$ cat src/hw/rtl/bsl_pkg.sv
// Shared types and constants for the byte stream lexer.
// Token kind codes, lexer mode enum and character class helpers.
// No dependencies.
`timescale 1ns / 1ps

package bsl_pkg;

  typedef enum logic [2:0] {
    M_IDLE,
    M_SLASH,
    M_COMMENT,
    M_PAIR,
    M_IDENT,
    M_INT,
    M_DECIMAL
  } lex_mode_t;

  typedef logic [5:0] kind_t;

  localparam kind_t K_ADD     = 6'd0;
  localparam kind_t K_SUB     = 6'd1;
  localparam kind_t K_MUL     = 6'd2;
  localparam kind_t K_DIV     = 6'd3;
  localparam kind_t K_MOD     = 6'd4;
  localparam kind_t K_LPAREN  = 6'd5;
  localparam kind_t K_RPAREN  = 6'd6;
  localparam kind_t K_LBRACK  = 6'd7;
  localparam kind_t K_RBRACK  = 6'd8;
  localparam kind_t K_LBRACE  = 6'd9;
  localparam kind_t K_RBRACE  = 6'd10;
  localparam kind_t K_OR      = 6'd11;
  localparam kind_t K_GT      = 6'd13;
  localparam kind_t K_LT      = 6'd15;
  localparam kind_t K_ASSIGN  = 6'd17;
  localparam kind_t K_NOT     = 6'd19;
  localparam kind_t K_TILDE   = 6'd21;
  localparam kind_t K_AND     = 6'd22;
  localparam kind_t K_IF      = 6'd24;
  localparam kind_t K_WHILE   = 6'd25;
  localparam kind_t K_FOR     = 6'd26;
  localparam kind_t K_RETURN  = 6'd27;
  localparam kind_t K_FUNC    = 6'd28;
  localparam kind_t K_IDENT   = 6'd29;
  localparam kind_t K_INT     = 6'd30;
  localparam kind_t K_DECIMAL = 6'd31;
  localparam kind_t K_END     = 6'd32;
  localparam kind_t K_ERROR   = 6'd33;

  // keyword bytes, packed first character highest
  localparam logic [47:0] KW_IF     = 48'h0000_0000_6966;
  localparam logic [47:0] KW_WHILE  = 48'h0077_6869_6c65;
  localparam logic [47:0] KW_FOR    = 48'h0000_0066_6f72;
  localparam logic [47:0] KW_RETURN = 48'h7265_7475_726e;
  localparam logic [47:0] KW_FUNC   = 48'h0000_6675_6e63;

  localparam logic [7:0] CH_NUL   = 8'h00;
  localparam logic [7:0] CH_LF    = 8'h0a;
  localparam logic [7:0] CH_SPACE = 8'h20;
  localparam logic [7:0] CH_SLASH = 8'h2f;
  localparam logic [7:0] CH_DOT   = 8'h2e;
  localparam logic [7:0] CH_UNDER = 8'h5f;
  localparam logic [7:0] CH_ZERO  = 8'h30;
  localparam logic [7:0] CH_EQ    = 8'h3d;
  localparam logic [7:0] CH_BAR   = 8'h7c;
  localparam logic [7:0] CH_AMP   = 8'h26;

  localparam int Q_DEPTH = 4;

  function automatic logic is_letter(input logic [7:0] c);
    return (c >= 8'h41 && c <= 8'h5a) || (c >= 8'h61 && c <= 8'h7a);
  endfunction

  function automatic logic is_digit(input logic [7:0] c);
    return c >= 8'h30 && c <= 8'h39;
  endfunction

  // {hit, kind} for one-character operators
  function automatic logic [6:0] single_kind(input logic [7:0] c);
    logic [6:0] r;
    case (c)
      8'h2b:   r = {1'b1, K_ADD};
      8'h2d:   r = {1'b1, K_SUB};
      8'h2a:   r = {1'b1, K_MUL};
      8'h25:   r = {1'b1, K_MOD};
      8'h28:   r = {1'b1, K_LPAREN};
      8'h29:   r = {1'b1, K_RPAREN};
      8'h5b:   r = {1'b1, K_LBRACK};
      8'h5d:   r = {1'b1, K_RBRACK};
      8'h7b:   r = {1'b1, K_LBRACE};
      8'h7d:   r = {1'b1, K_RBRACE};
      8'h7e:   r = {1'b1, K_TILDE};
      default: r = 7'd0;
    endcase
    return r;
  endfunction

  // {hit, kind} for operators that may take a second character;
  // the two-character form is kind + 1
  function automatic logic [6:0] pair_kind(input logic [7:0] c);
    logic [6:0] r;
    case (c)
      8'h7c:   r = {1'b1, K_OR};
      8'h3e:   r = {1'b1, K_GT};
      8'h3c:   r = {1'b1, K_LT};
      8'h3d:   r = {1'b1, K_ASSIGN};
      8'h21:   r = {1'b1, K_NOT};
      8'h26:   r = {1'b1, K_AND};
      default: r = 7'd0;
    endcase
    return r;
  endfunction

endpackage

$ cat src/hw/rtl/byte_stream_lexer_top.sv
// Byte stream lexer top level: front end lexer feeding a token queue.
// Depends on bsl_pkg, bsl_front, bsl_queue.
// Tokens enter the four-entry token queue as the byte ending them is taken.
// Throughput: one byte per cycle while in_full is low; a byte may end up to two
// tokens, drained at one per cycle while popped (full at three or more held).
// Reset (synchronous, rst_n low): line 1, column 0, idle mode, queue empty.
`timescale 1ns / 1ps

module byte_stream_lexer_top #(
  parameter int POSITION_BITS = 16,
  parameter int VALUE_BITS    = 31,
  parameter int LENGTH_BITS   = 8
) (
  input  logic                     clk,
  input  logic                     rst_n,
  input  logic                     in_push,
  output logic                     in_full,
  input  logic [7:0]               in_src_byte,
  output logic                     out_empty,
  input  logic                     out_pop,
  output logic [5:0]               out_token_kind,
  output logic [POSITION_BITS-1:0] out_line_number,
  output logic [POSITION_BITS-1:0] out_column,
  output logic [LENGTH_BITS-1:0]   out_token_length,
  output logic [VALUE_BITS-1:0]    out_int_value,
  output logic                     out_last_of_run
);

  localparam int TOK_W = 6 + 2 * POSITION_BITS + LENGTH_BITS + VALUE_BITS + 1;

  logic [1:0]       tok_wr;
  logic [TOK_W-1:0] tok0_data, tok1_data, head;

  bsl_front #(
    .POSITION_BITS (POSITION_BITS),
    .VALUE_BITS    (VALUE_BITS),
    .LENGTH_BITS   (LENGTH_BITS),
    .TOK_W         (TOK_W)
  ) u_front (
    .clk         (clk),
    .rst_n       (rst_n),
    .in_push     (in_push),
    .q_full      (in_full),
    .in_src_byte (in_src_byte),
    .tok_wr      (tok_wr),
    .tok0_data   (tok0_data),
    .tok1_data   (tok1_data)
  );

  bsl_queue #(
    .WIDTH (TOK_W)
  ) u_queue (
    .clk      (clk),
    .rst_n    (rst_n),
    .wr       (tok_wr),
    .wr0_data (tok0_data),
    .wr1_data (tok1_data),
    .full     (in_full),
    .empty    (out_empty),
    .pop      (out_pop),
    .rd_data  (head)
  );

  assign {out_token_kind, out_line_number, out_column, out_token_length,
          out_int_value, out_last_of_run} = head;

endmodule

$ cat src/hw/rtl/bsl_front.sv
// Lexer front end: takes source bytes, tracks position and mode, and
// forms up to two finished tokens per byte. Uses bsl_pkg.
`timescale 1ns / 1ps

module bsl_front #(
  parameter int POSITION_BITS = 16,
  parameter int VALUE_BITS    = 31,
  parameter int LENGTH_BITS   = 8,
  parameter int TOK_W = 6 + 2 * POSITION_BITS + LENGTH_BITS + VALUE_BITS + 1
) (
  input  logic             clk,
  input  logic             rst_n,
  input  logic             in_push,
  input  logic             q_full,
  input  logic [7:0]       in_src_byte,
  output logic [1:0]       tok_wr,
  output logic [TOK_W-1:0] tok0_data,
  output logic [TOK_W-1:0] tok1_data
);

  localparam logic [POSITION_BITS-1:0] POS_MAX = {POSITION_BITS{1'b1}};
  localparam logic [LENGTH_BITS-1:0]   LEN_MAX = {LENGTH_BITS{1'b1}};
  localparam logic [VALUE_BITS-1:0]    VAL_MAX = {VALUE_BITS{1'b1}};
  localparam int                       ACC_W   = VALUE_BITS + 4;

  bsl_pkg::lex_mode_t mode_r, mode_nxt;
  logic [7:0]               pend_r, pend_nxt;
  logic [POSITION_BITS-1:0] line_r, line_nxt;
  logic [POSITION_BITS-1:0] col_r, col_nxt;
  logic [POSITION_BITS-1:0] start_r, start_nxt;
  logic [LENGTH_BITS-1:0]   run_r, run_nxt;
  logic [VALUE_BITS-1:0]    acc_r, acc_nxt;
  logic [47:0]              kwp_r, kwp_nxt;

  logic                     take;
  logic [7:0]               b;
  logic                     b_letter, b_digit, b_word;
  logic [6:0]               sk, pk, pend_pk;
  logic                     pair_hit, pair_bad, cont;
  logic [POSITION_BITS-1:0] col_inc, line_inc;
  logic [LENGTH_BITS-1:0]   run_inc;
  logic [ACC_W-1:0]         acc_mac;
  logic [VALUE_BITS-1:0]    acc_sat;
  bsl_pkg::kind_t           id_kind;

  logic                     e_v, f_v;
  bsl_pkg::kind_t           e_kind, f_kind;
  logic [LENGTH_BITS-1:0]   e_len, f_len;
  logic [VALUE_BITS-1:0]    e_val, f_val;
  logic [POSITION_BITS-1:0] f_col;

  assign take     = in_push && !q_full;
  assign b        = in_src_byte;
  assign b_letter = bsl_pkg::is_letter(b);
  assign b_digit  = bsl_pkg::is_digit(b);
  assign b_word   = b_letter || b_digit || (b == bsl_pkg::CH_UNDER);
  assign sk       = bsl_pkg::single_kind(b);
  assign pk       = bsl_pkg::pair_kind(b);
  assign pend_pk  = bsl_pkg::pair_kind(pend_r);

  assign col_inc  = (col_r == POS_MAX) ? col_r : col_r + 1'b1;
  assign line_inc = (line_r == POS_MAX) ? line_r : line_r + 1'b1;
  assign run_inc  = (run_r == LEN_MAX) ? run_r : run_r + 1'b1;

  // acc * 10 + digit, saturated; same test as comparing against (max - d) / 10
  assign acc_mac = ({4'd0, acc_r} << 3) + ({4'd0, acc_r} << 1)
                 + ACC_W'(b - bsl_pkg::CH_ZERO);
  assign acc_sat = (acc_mac > ACC_W'(VAL_MAX)) ? VAL_MAX : acc_mac[VALUE_BITS-1:0];

  // second character of a pair: doubled for | and &, '=' for the rest
  always_comb begin
    if (pend_r == bsl_pkg::CH_BAR || pend_r == bsl_pkg::CH_AMP) begin
      pair_hit = (b == pend_r);
    end else begin
      pair_hit = (b == bsl_pkg::CH_EQ);
    end
  end

  // whole-word keyword match
  always_comb begin
    id_kind = bsl_pkg::K_IDENT;
    if (run_r == LENGTH_BITS'(2) && kwp_r == bsl_pkg::KW_IF) begin
      id_kind = bsl_pkg::K_IF;
    end else if (run_r == LENGTH_BITS'(5) && kwp_r == bsl_pkg::KW_WHILE) begin
      id_kind = bsl_pkg::K_WHILE;
    end else if (run_r == LENGTH_BITS'(3) && kwp_r == bsl_pkg::KW_FOR) begin
      id_kind = bsl_pkg::K_FOR;
    end else if (run_r == LENGTH_BITS'(6) && kwp_r == bsl_pkg::KW_RETURN) begin
      id_kind = bsl_pkg::K_RETURN;
    end else if (run_r == LENGTH_BITS'(4) && kwp_r == bsl_pkg::KW_FUNC) begin
      id_kind = bsl_pkg::K_FUNC;
    end
  end

  // cont: the byte is absorbed by the current mode and is not lexed afresh
  always_comb begin
    pair_bad = 1'b0;
    case (mode_r)
      bsl_pkg::M_SLASH:   cont = (b == bsl_pkg::CH_SLASH);
      bsl_pkg::M_COMMENT: cont = (b != bsl_pkg::CH_LF) && (b != bsl_pkg::CH_NUL);
      bsl_pkg::M_PAIR: begin
        pair_bad = !pend_pk[6];
        cont     = pend_pk[6] && pair_hit;
      end
      bsl_pkg::M_IDENT:   cont = b_word;
      bsl_pkg::M_INT:     cont = b_digit || (b == bsl_pkg::CH_DOT);
      bsl_pkg::M_DECIMAL: cont = b_digit;
      default:            cont = 1'b0;
    endcase
  end

  // next state
  always_comb begin
    mode_nxt  = mode_r;
    pend_nxt  = pend_r;
    line_nxt  = line_r;
    col_nxt   = col_r;
    start_nxt = start_r;
    run_nxt   = run_r;
    acc_nxt   = acc_r;
    kwp_nxt   = kwp_r;
    if (cont) begin
      col_nxt = col_inc;
      case (mode_r)
        bsl_pkg::M_SLASH: mode_nxt = bsl_pkg::M_COMMENT;
        bsl_pkg::M_PAIR:  mode_nxt = bsl_pkg::M_IDLE;
        bsl_pkg::M_IDENT: begin
          if (run_r < LENGTH_BITS'(6)) begin
            kwp_nxt = {kwp_r[39:0], b};
          end
          run_nxt = run_inc;
        end
        bsl_pkg::M_INT: begin
          if (b_digit) begin
            acc_nxt = acc_sat;
          end else begin
            mode_nxt = bsl_pkg::M_DECIMAL;
          end
          run_nxt = run_inc;
        end
        bsl_pkg::M_DECIMAL: run_nxt = run_inc;
        default: ;
      endcase
    end else begin
      mode_nxt = bsl_pkg::M_IDLE;
      if (b == bsl_pkg::CH_NUL) begin
        // end of source: back to the reset state
        pend_nxt  = 8'd0;
        line_nxt  = POSITION_BITS'(1);
        col_nxt   = '0;
        start_nxt = '0;
        run_nxt   = '0;
        acc_nxt   = '0;
        kwp_nxt   = '0;
      end else begin
        col_nxt = col_inc;
        if (b == bsl_pkg::CH_LF) begin
          line_nxt = line_inc;
          col_nxt  = '0;
        end else if (b == bsl_pkg::CH_SPACE || sk[6]) begin
          // separator or finished on the spot
        end else if (b == bsl_pkg::CH_SLASH) begin
          mode_nxt  = bsl_pkg::M_SLASH;
          start_nxt = col_inc;
        end else if (pk[6]) begin
          mode_nxt  = bsl_pkg::M_PAIR;
          pend_nxt  = b;
          start_nxt = col_inc;
        end else if (b_letter) begin
          mode_nxt  = bsl_pkg::M_IDENT;
          start_nxt = col_inc;
          run_nxt   = LENGTH_BITS'(1);
          kwp_nxt   = {40'd0, b};
        end else if (b_digit) begin
          mode_nxt  = bsl_pkg::M_INT;
          start_nxt = col_inc;
          run_nxt   = LENGTH_BITS'(1);
          acc_nxt   = VALUE_BITS'(b - bsl_pkg::CH_ZERO);
        end
      end
    end
  end

  // outputs: e_* is the token the byte ends, f_* the token of the byte itself
  always_comb begin
    e_v    = 1'b0;
    e_kind = bsl_pkg::K_DIV;
    e_len  = LENGTH_BITS'(1);
    e_val  = '0;
    case (mode_r)
      bsl_pkg::M_SLASH: e_v = !cont;
      bsl_pkg::M_PAIR: begin
        e_v    = !pair_bad;
        e_kind = cont ? pend_pk[5:0] + 1'b1 : pend_pk[5:0];
        e_len  = cont ? LENGTH_BITS'(2) : LENGTH_BITS'(1);
      end
      bsl_pkg::M_IDENT: begin
        e_v    = !cont;
        e_kind = id_kind;
        e_len  = run_r;
      end
      bsl_pkg::M_INT: begin
        e_v    = !cont;
        e_kind = bsl_pkg::K_INT;
        e_len  = run_r;
        e_val  = acc_r;
      end
      bsl_pkg::M_DECIMAL: begin
        e_v    = !cont;
        e_kind = bsl_pkg::K_DECIMAL;
        e_len  = run_r;
      end
      default: ;
    endcase

    f_v    = 1'b0;
    f_kind = bsl_pkg::K_ERROR;
    f_col  = col_inc;
    f_len  = LENGTH_BITS'(1);
    f_val  = VALUE_BITS'(b);
    if (!cont) begin
      if (b == bsl_pkg::CH_NUL) begin
        f_v    = 1'b1;
        f_kind = bsl_pkg::K_END;
        f_len  = '0;
        f_val  = '0;
      end else if (sk[6]) begin
        f_v    = 1'b1;
        f_kind = sk[5:0];
        f_val  = '0;
      end else if (b != bsl_pkg::CH_LF && b != bsl_pkg::CH_SPACE
                   && b != bsl_pkg::CH_SLASH && !pk[6] && !b_letter && !b_digit) begin
        f_v = 1'b1;
      end
    end

    tok0_data = {e_kind, line_r, start_r, e_len, e_val, !f_v};
    tok1_data = {f_kind, line_r, f_col, f_len, f_val, 1'b1};
    tok_wr    = 2'b00;
    if (take) begin
      if (e_v) begin
        tok_wr = {f_v, 1'b1};
      end else if (f_v) begin
        tok0_data = tok1_data;
        tok_wr    = 2'b01;
      end
    end
  end

  always_ff @(posedge clk) begin
    if (!rst_n) begin
      mode_r  <= bsl_pkg::M_IDLE;
      pend_r  <= 8'd0;
      line_r  <= POSITION_BITS'(1);
      col_r   <= '0;
      start_r <= '0;
      run_r   <= '0;
      acc_r   <= '0;
      kwp_r   <= '0;
    end else if (take) begin
      mode_r  <= mode_nxt;
      pend_r  <= pend_nxt;
      line_r  <= line_nxt;
      col_r   <= col_nxt;
      start_r <= start_nxt;
      run_r   <= run_nxt;
      acc_r   <= acc_nxt;
      kwp_r   <= kwp_nxt;
    end
  end

endmodule

$ cat src/hw/rtl/bsl_queue.sv
// Token queue between the lexer front end and the result port.
// Takes up to two tokens per cycle, hands out one. Uses bsl_pkg.
`timescale 1ns / 1ps

module bsl_queue #(
  parameter int WIDTH = 8
) (
  input  logic             clk,
  input  logic             rst_n,
  input  logic [1:0]       wr,
  input  logic [WIDTH-1:0] wr0_data,
  input  logic [WIDTH-1:0] wr1_data,
  output logic             full,
  output logic             empty,
  input  logic             pop,
  output logic [WIDTH-1:0] rd_data
);

  localparam int DEPTH = bsl_pkg::Q_DEPTH;
  localparam int PTR_W = $clog2(DEPTH);
  localparam int CNT_W = $clog2(DEPTH + 1);

  logic [WIDTH-1:0] mem_r [DEPTH];
  logic [PTR_W-1:0] wptr_r, wptr_nxt, rptr_r, rptr_nxt;
  logic [CNT_W-1:0] cnt_r, cnt_nxt;
  logic             take;
  logic [PTR_W-1:0] wptr_p1;

  assign empty   = (cnt_r == '0);
  // room for two is kept so a byte that ends two tokens never stalls mid-way
  assign full    = (cnt_r > CNT_W'(DEPTH - 2));
  assign take    = pop && !empty;
  assign rd_data = mem_r[rptr_r];
  assign wptr_p1 = wptr_r + 1'b1;

  always_comb begin
    wptr_nxt = wptr_r + PTR_W'(wr[0]) + PTR_W'(wr[1]);
    rptr_nxt = take ? rptr_r + 1'b1 : rptr_r;
    cnt_nxt  = cnt_r + CNT_W'(wr[0]) + CNT_W'(wr[1]) - CNT_W'(take);
  end

  always_ff @(posedge clk) begin
    if (wr[0]) begin
      mem_r[wptr_r] <= wr0_data;
    end
    if (wr[1]) begin
      mem_r[wptr_p1] <= wr1_data;
    end
  end

  always_ff @(posedge clk) begin
    if (!rst_n) begin
      wptr_r <= '0;
      rptr_r <= '0;
      cnt_r  <= '0;
    end else begin
      wptr_r <= wptr_nxt;
      rptr_r <= rptr_nxt;
      cnt_r  <= cnt_nxt;
    end
  end

  a_cnt_bound: assert property (@(posedge clk) disable iff (!rst_n)
    cnt_r <= CNT_W'(DEPTH))
    else $error("token queue count overflow");

  a_slot_order: assert property (@(posedge clk) disable iff (!rst_n)
    wr[1] |-> wr[0])
    else $error("second token written without first");

  a_no_write_full: assert property (@(posedge clk) disable iff (!rst_n)
    full |-> (wr == 2'b00))
    else $error("token written while queue full");

  a_pop_drains: assert property (@(posedge clk) disable iff (!rst_n)
    (take && wr == 2'b00) |=> (cnt_r == $past(cnt_r) - 1'b1))
    else $error("pop did not drain queue");

endmodule

$ cat config.mk
export PLATFORM = sky130hd
export DESIGN_NAME = byte_stream_lexer_top
export DESIGN_NICKNAME = d
export VERILOG_FILES = /design/src/hw/rtl/bsl_pkg.sv /design/src/hw/rtl/byte_stream_lexer_top.sv /design/src/hw/rtl/bsl_front.sv /design/src/hw/rtl/bsl_queue.sv
export SDC_FILE = /design/constraint.sdc
export NUM_CORES = 1
export LEC_CHECK = 0
export BUFFER_PORTS_ARGS = -buffer_cell sky130_fd_sc_hd__buf_4
export CAP_MARGIN = 30
export CORE_ASPECT_RATIO = 0.9
export CORE_MARGIN = 1.5
export CORE_UTILIZATION = 45
export CTS_BUF_LIST = sky130_fd_sc_hd__clkbuf_4 sky130_fd_sc_hd__clkbuf_8
export DETAILED_ROUTE_END_ITERATION = 10
export SLEW_MARGIN = 10
export SYNTH_ARGS = -nofsm -noshare
export SYNTH_HDL_FRONTEND = slang
export SYNTH_SLANG_ARGS = --single-unit
$ cat constraint.sdc
create_clock -name clk -period 9.77 [get_ports clk]
set_input_delay 2.4425 -clock clk [delete_from_list [all_inputs] [get_ports clk]]
set_output_delay 2.4425 -clock clk [all_outputs]
set_load 0.02 [all_outputs]
**Yosys cells after proc, flatten, opt, wreduce, memory -nomap -nowiden**

Memory sizes are Yosys's and may differ from the RTL's. A register that Yosys moved wholly into a read port is not among the register bits.
Index checks and enable logic that the tools add are counted.

- Bits in registers: 153
- RAM bits: 312
- Input port bits: 12
- Word-level logic and storage cells: 255
- Memories: 1

- $add $sub $neg: 15
- Order comparisons: 9
- Equality and inequality tests: 68
- Mux-type cells: 100
- Bitwise operators: 1
- Reduce and logical (&&, ||, !) cells: 50

Memory list:

| name | depth | width | rd ports | clocked after Yosys merged registers in | wr ports | RTL line | source |
|---|---|---|---|---|---|---|---|
| u_queue.mem_r | 4 | 78 | 1 | 1 | 2 | bsl_queue.sv:23 | `logic [WIDTH-1:0] mem_r [DEPTH];` |

Operators with widths:

| kind | number |
|---|---|
| $mux W31 | 14 |
| $mux W48 | 9 |
| $mux W78 | 3 |
| $mux W16 | 14 |
| $eq A8 B6 Y1 const B | 19 |
| $mux W8 | 17 |
| $pmux W7 S6 | 2 |
| $pmux W7 S11 | 1 |
| $eq A8 B7 Y1 const B | 8 |
| $eq A48 B15 Y1 const B | 1 |
| $eq A48 B23 Y1 const B | 1 |
| $eq A48 B31 Y1 const B | 1 |
| $eq A48 B39 Y1 const B | 1 |
| $eq A48 B47 Y1 const B | 1 |
| $mux W6 | 8 |
| $add A34 B32 Y35 | 1 |
| $add A35 B35 Y35 | 1 |
| $gt A35 B31 Y1 const B | 1 |
| $add A16 B1 Y16 const B | 2 |
| $eq A16 B16 Y1 const B | 2 |
| $mux W3 | 9 |
| $eq A8 B3 Y1 const B | 3 |
| $pmux W6 S4 | 1 |
| $ne A2 B2 Y1 const B | 9 |
| other kinds (51) | 114 |

**Depth between registers and ports, before layout**

- Depth in word-level cells: 16
- Mapped depth: 18
- Mapped depth without buffers: 15

**Cells and area by module**

From an unflattened synthesis, not the netlist that was laid out.

- Cell total of the unflattened synthesis: 2244
- Area total of the unflattened synthesis: 26559.2 sq um

Modules (own cells, without submodules):

| module | times used | cells an instance | area each (sq um) | sequential area each (sq um) |
|---|---|---|---|---|
| bsl_queue | 1 | 804 | 15462.3 | 9549.2 |
| bsl_front | 1 | 1440 | 11096.9 | 2922.8 |

**Worst setup path before layout**

No wires, ideal clock.

- Kind: in2reg
- From: input port in_src_byte[4]
- To: register u_front.acc_r[11]
- Arrival: 7818 ps
- Setup slack: 1833 ps
- Cell stages on the path: 16
- Path buffers: 4
- Cells stage by stage: ha_1 clkbuf_1 nor2_1 fa_1 ha_1 clkbuf_1 a21o_1 a21o_1 a221o_1 o41a_1 o311ai_0 o211ai_1 or4b_1 clkbuf_1 buf_2 o221a_1

- Longest elaborated chain between the ends: 9
- Elaborated cells on any way between the ends: 70

RTL lines:

| what | RTL line | source |
|---|---|---|
| from (decl) | byte_stream_lexer_top.sv:18 | `input logic [7:0] in_src_byte,` |
| branches (longest 9 deep; another with $add A35 B35 Y35) | -- |  |
| to (signal assigned) | bsl_front.sv:267 | `acc_r <= acc_nxt;` |
| to (decl) | bsl_front.sv:32 | `logic [VALUE_BITS-1:0] acc_r, acc_nxt;` |

Several ways; the timed one is not identified. The select of a mux whose other input is x is not followed.
A chain may end at the register's enable or synchronous reset.

**Worst setup path after layout**

- From: input port in_src_byte[4]
- To: register u_front.acc_r[10]

Same word-level chain as after synthesis.

==> flow_metrics.py <==
metrics = {
    "routing": {
        "vias_per_cell": 6.09,
        "drc_errors": 0,
        "avgRoutedWirePerCell_um": 22.0,
        "drtAntennaViolNets": 0,
        "drtPass1Iterations": 5,
        "via_count": 20000,
        "drtIter0Drc": 1832,
        "finalWirelength_um": 72200,
    },
    "global_routing": {
        "grt_start_max_net_pins": 106,
        "grt_remaining_overflow": 0,
        "antenna_found_initial": 1,
        "grt_pass1_vias": 19500,
        "grt_usage": 0.254,
        "grt_pass1_wl_um": 112000,
    },
    "setup_path": {
        "cp.required_ps": 10310,
        "startpoint_type": "input port",
        "path_max_fanout": 27,
        "worstPathCellList": "buf_4 > ha_1 > nor2_2 > buf_4 > fa_1 > ha_1 > a21oi_1 > o21a_1 > o21ai_0 > a221o_1 > o41a_1 > o311ai_0 > o211ai_1 > or4b_1 > o221a_2",
        "r2r-start": "u_front.pend_r[1]$_SDFFE_PN0P_",
        "crit_path_top_delay_cell": "or4b_1",
        "cp-startpoint": "in_src_byte[4]",
        "critPathKind": "in -> reg",
        "cp_slowest_stage_delay_ps": 930,
        "path_delay_family": "compound AO/OA/AOI/OAI gates",
        "crit_buf_inv": 2,
        "endpoint_kind": "flip-flop",
        "critPathArrivalTime_ps": 7370,
    },
    "logic_synthesis": {
        "syn_nets": 2582,
        "synth_top_area_frac": 0.229,
        "synth_simple_gate_area_frac": 0.182,
        "synth_edf_count": 188,
        "synth_top_family_by_area": "simple AND/OR/NAND/NOR gates",
        "synthFlopType": "dfxtp_1",
        "synth_warnings": 0,
        "synth_xor_area_frac": 0.0224,
        "yosys-top-cells-count": "nand2_1, dfxtp_1, nand3_1, a21oi_1, edfxtp_1",
        "ys_types": 94,
        "ys_ff_latch": 467,
        "async_reset_ff_frac": 0,
        "synth-compound-area-share": 0.161,
        "netlist_instances": 2487,
        "ys_seq_area_frac": 0.455,
        "synth_fa_ha_area_frac": 0.0525,
        "post-synth-top-count-cell": "nand2_1",
        "syn_area_um2": 24700,
        "muxShareOfSynthArea": 0.0852,
        "yosys.area.top_type": "edfxtp_1",
        "synth_area_per_cell_um2": 9.92,
        "netlist_top_cells_area": "edfxtp_1, dfxtp_1, mux4_2, nand3_1, nand2_1",
    },
    "placement": {
        "dp_hpwl_um": 45700,
        "dp.cells": 3121,
        "gp_congestion": 0.898,
        "port-buffer-count": 91,
    },
    "layout": {
        "area_growth_pct": 12.0,
        "layout.nets": 2598,
        "multiInputGateArea_um2": 12500,
        "fill_cells": 4912,
        "layout-drive-gt1-share": 0.160,
        "final_cells": 3279,
        "layout.area.seq_um2": 11200,
    },
    "status": {
        "status": "complete, no violations",
    },
    "pwr": {
        "power_density_nw_per_um2": 205,
        "p_leak_nw": 9.68,
        "ir_drop_mv": 0.0948,
    },
    "cts": {
        "ctsHtreeMaxLevel": 3,
        "clockRootBuffer": "clkbuf_8",
        "clk_path_buf_depth": 3,
        "path_clk_slew_ps": 50,
        "cts_buffers": 82,
        "cts_resized": 0,
        "clock_sinks": 467,
        "cts_hold_buf": 0,
        "tritoncts": "done",
        "post_cts_buffers": 0,
        "clk_latency_ps": 690,
    },
    "timing": {
        "period_needed_ps": 6830,
        "setup_viol_count_final": 0,
        "clock.fmax_mhz": 146,
        "rsz0062_at_grt": "false",
        "final-hold-violation-count": 0,
        "drv_slew": 0,
        "slew_headroom": 0.303,
        "worst_slew_pin_slew_ps": 1040,
        "fin_crit_sh": 0.699,
        "skew_ps": 46.3,
        "tns_ps": 0,
    },
    "die": {
        "dieArea_um2": 56300,
        "dieWidth_um": 250,
        "start_util": 0.455,
        "rows": 81,
        "die_h_um": 225,
        "fp.coreArea_um2": 54200,
        "io_pins": 92,
    },
    "worst_hold_path": {
        "hold_start": "u_queue.mem_r[1][16]$_SDFFE_PP0P_",
        "hold_path_class": "reg -> reg",
    },
    "flow_run": {
        "drv_cap": 0,
    },
}
kinds of logic after synthesis:
family	Yosys count
AO/OA/AOI/OAI	594
adder cells (fa/ha/maj)	84
XOR/XNOR	63
flip-flops	467
AND/OR/NAND/NOR	912
buffers and inverters	255
multiplexers	112
flip-flops by register name (all words and copies together), names as in the netlist, named ones only:
signal,flops
u_front.acc_r,31
u_front.col_r,16
u_front.kwp_r,48
u_front.line_r,16
u_front.mode_r,3
u_front.pend_r,8
u_front.run_r,8
u_front.start_r,16
u_queue.cnt_r,3
u_queue.mem_r,312
u_queue.rptr_r,2
u_queue.wptr_r,2
cells in the final DEF, fill, tap and decap left out, drive strengths merged, types with 5 or more instances in the layout:
| master | synthesis | routed |
|---|---|---|
| o211ai | 12 | 12 |
| nand4 | 36 | 36 |
| a41oi | 6 | 6 |
| o22ai | 48 | 48 |
| a22oi | 16 | 16 |
| nor2 | 145 | 145 |
| and2 | 24 | 24 |
| fa | 33 | 33 |
| mux2 | 5 | 5 |
| xnor2 | 28 | 28 |
| or3 | 18 | 18 |
| edfxtp | 188 | 188 |
| inv | 57 | 59 |
| mux4 | 78 | 78 |
| o21a | 7 | 7 |
| dfxtp | 279 | 279 |
| ha | 50 | 50 |
| buf | 66 | 129 |
| a21oi | 211 | 211 |
| nand2 | 294 | 294 |
| clkbuf | 131 | 126 |
| clkinv | 1 | 22 |
| a31oi | 14 | 14 |
| a22o | 54 | 54 |
| nor3 | 31 | 31 |
| or4 | 5 | 5 |
| nand3 | 224 | 224 |
| nor3b | 5 | 5 |
| o21ai | 76 | 76 |
| nand2b | 18 | 18 |
| o31ai | 47 | 47 |
| xor2 | 35 | 35 |
| nor2b | 47 | 47 |
| o221a | 24 | 24 |
| a21o | 15 | 15 |
| o21bai | 11 | 11 |
| and3 | 18 | 18 |
| a211oi | 9 | 9 |
| mux2i | 29 | 29 |
| nor4 | 19 | 19 |
layer usage:
| layer | global-route usage | wire length (um) | share of wire |
|---|---|---|---|
| met1 | 0.344 | 31900 | 0.44 |
| met4 | 0.0858 | 1820 | 0.025 |
| met3 | 0.0512 | 4950 | 0.069 |
| met5 | 0 | 13 | 0.00018 |
| met2 | 0.409 | 33500 | 0.46 |
worst reg2reg max path: stages, from the launching register on:
cell	delay [ps]
dfxtp_1	580
or4b_1	470
a2111oi_0	760
nor4_1	200
o21ai_2	330
nand3_4	280
nor4_4	330
buf_4	510
nor2_1	110
buf_4	230
inv_2	620
buf_4	430
worst paths after layout:
kind	endpoint	slack [ps]	depth (start not counted)
max	u_front.acc_r[10]$_SDFFE_PN0P_	2940	15
min	u_queue.mem_r[1][16]$_SDFFE_PP0P_	450	2
max reg2reg	u_queue.mem_r[3][74]$_DFFE_PP_	4550	11
min reg2reg	u_queue.mem_r[1][16]$_SDFFE_PP0P_	450	2
through the flow:
stage / setup slack, ps / instance area (um^2) / util / hold WS (ps) / total power (W)
after global routing: 2670 / 27600 / 0.510 / 468 / 0.00588
after global placement: 2270 / 25700 / 0.475 / 440 / 0.00372
after detailed placement: 2260 / 25700 / 0.475 / 443 / 0.00374
after CTS: 2950 / 27600 / 0.508 / 451 / 0.00570
final: 2940 / 27600 / 0.510 / 448 / 0.00566
after floorplan: 1830 / 24700 / - / 433 / 0.00321
report_power, final:
| group | leakage (nW) | internal, W | switching [W] | total, W |
|---|---|---|---|---|
| sequential | 4.06 | 0.00220 | 0.000111 | 0.00232 |
| combinational | 4.66 | 0.000486 | 0.000893 | 0.00138 |
| clock | 0.966 | 0.00111 | 0.000859 | 0.00197 |
| total | 9.68 | 0.00380 | 0.00186 | 0.00566 |
final cells by class:
type | count | area share
Timing Repair Buffer | 129 | 0.0365
Sequential cell | 467 | 0.407
Inverter | 58 | 0.00792
Antenna cell | 1 | 0.0000906
Tap cell | 705 | 0.0319
Clock inverter | 28 | 0.00833
Multi-Input combinational cell | 1765 | 0.451
Clock buffer | 126 | 0.0578
Power figures use the tool's default switching activity.
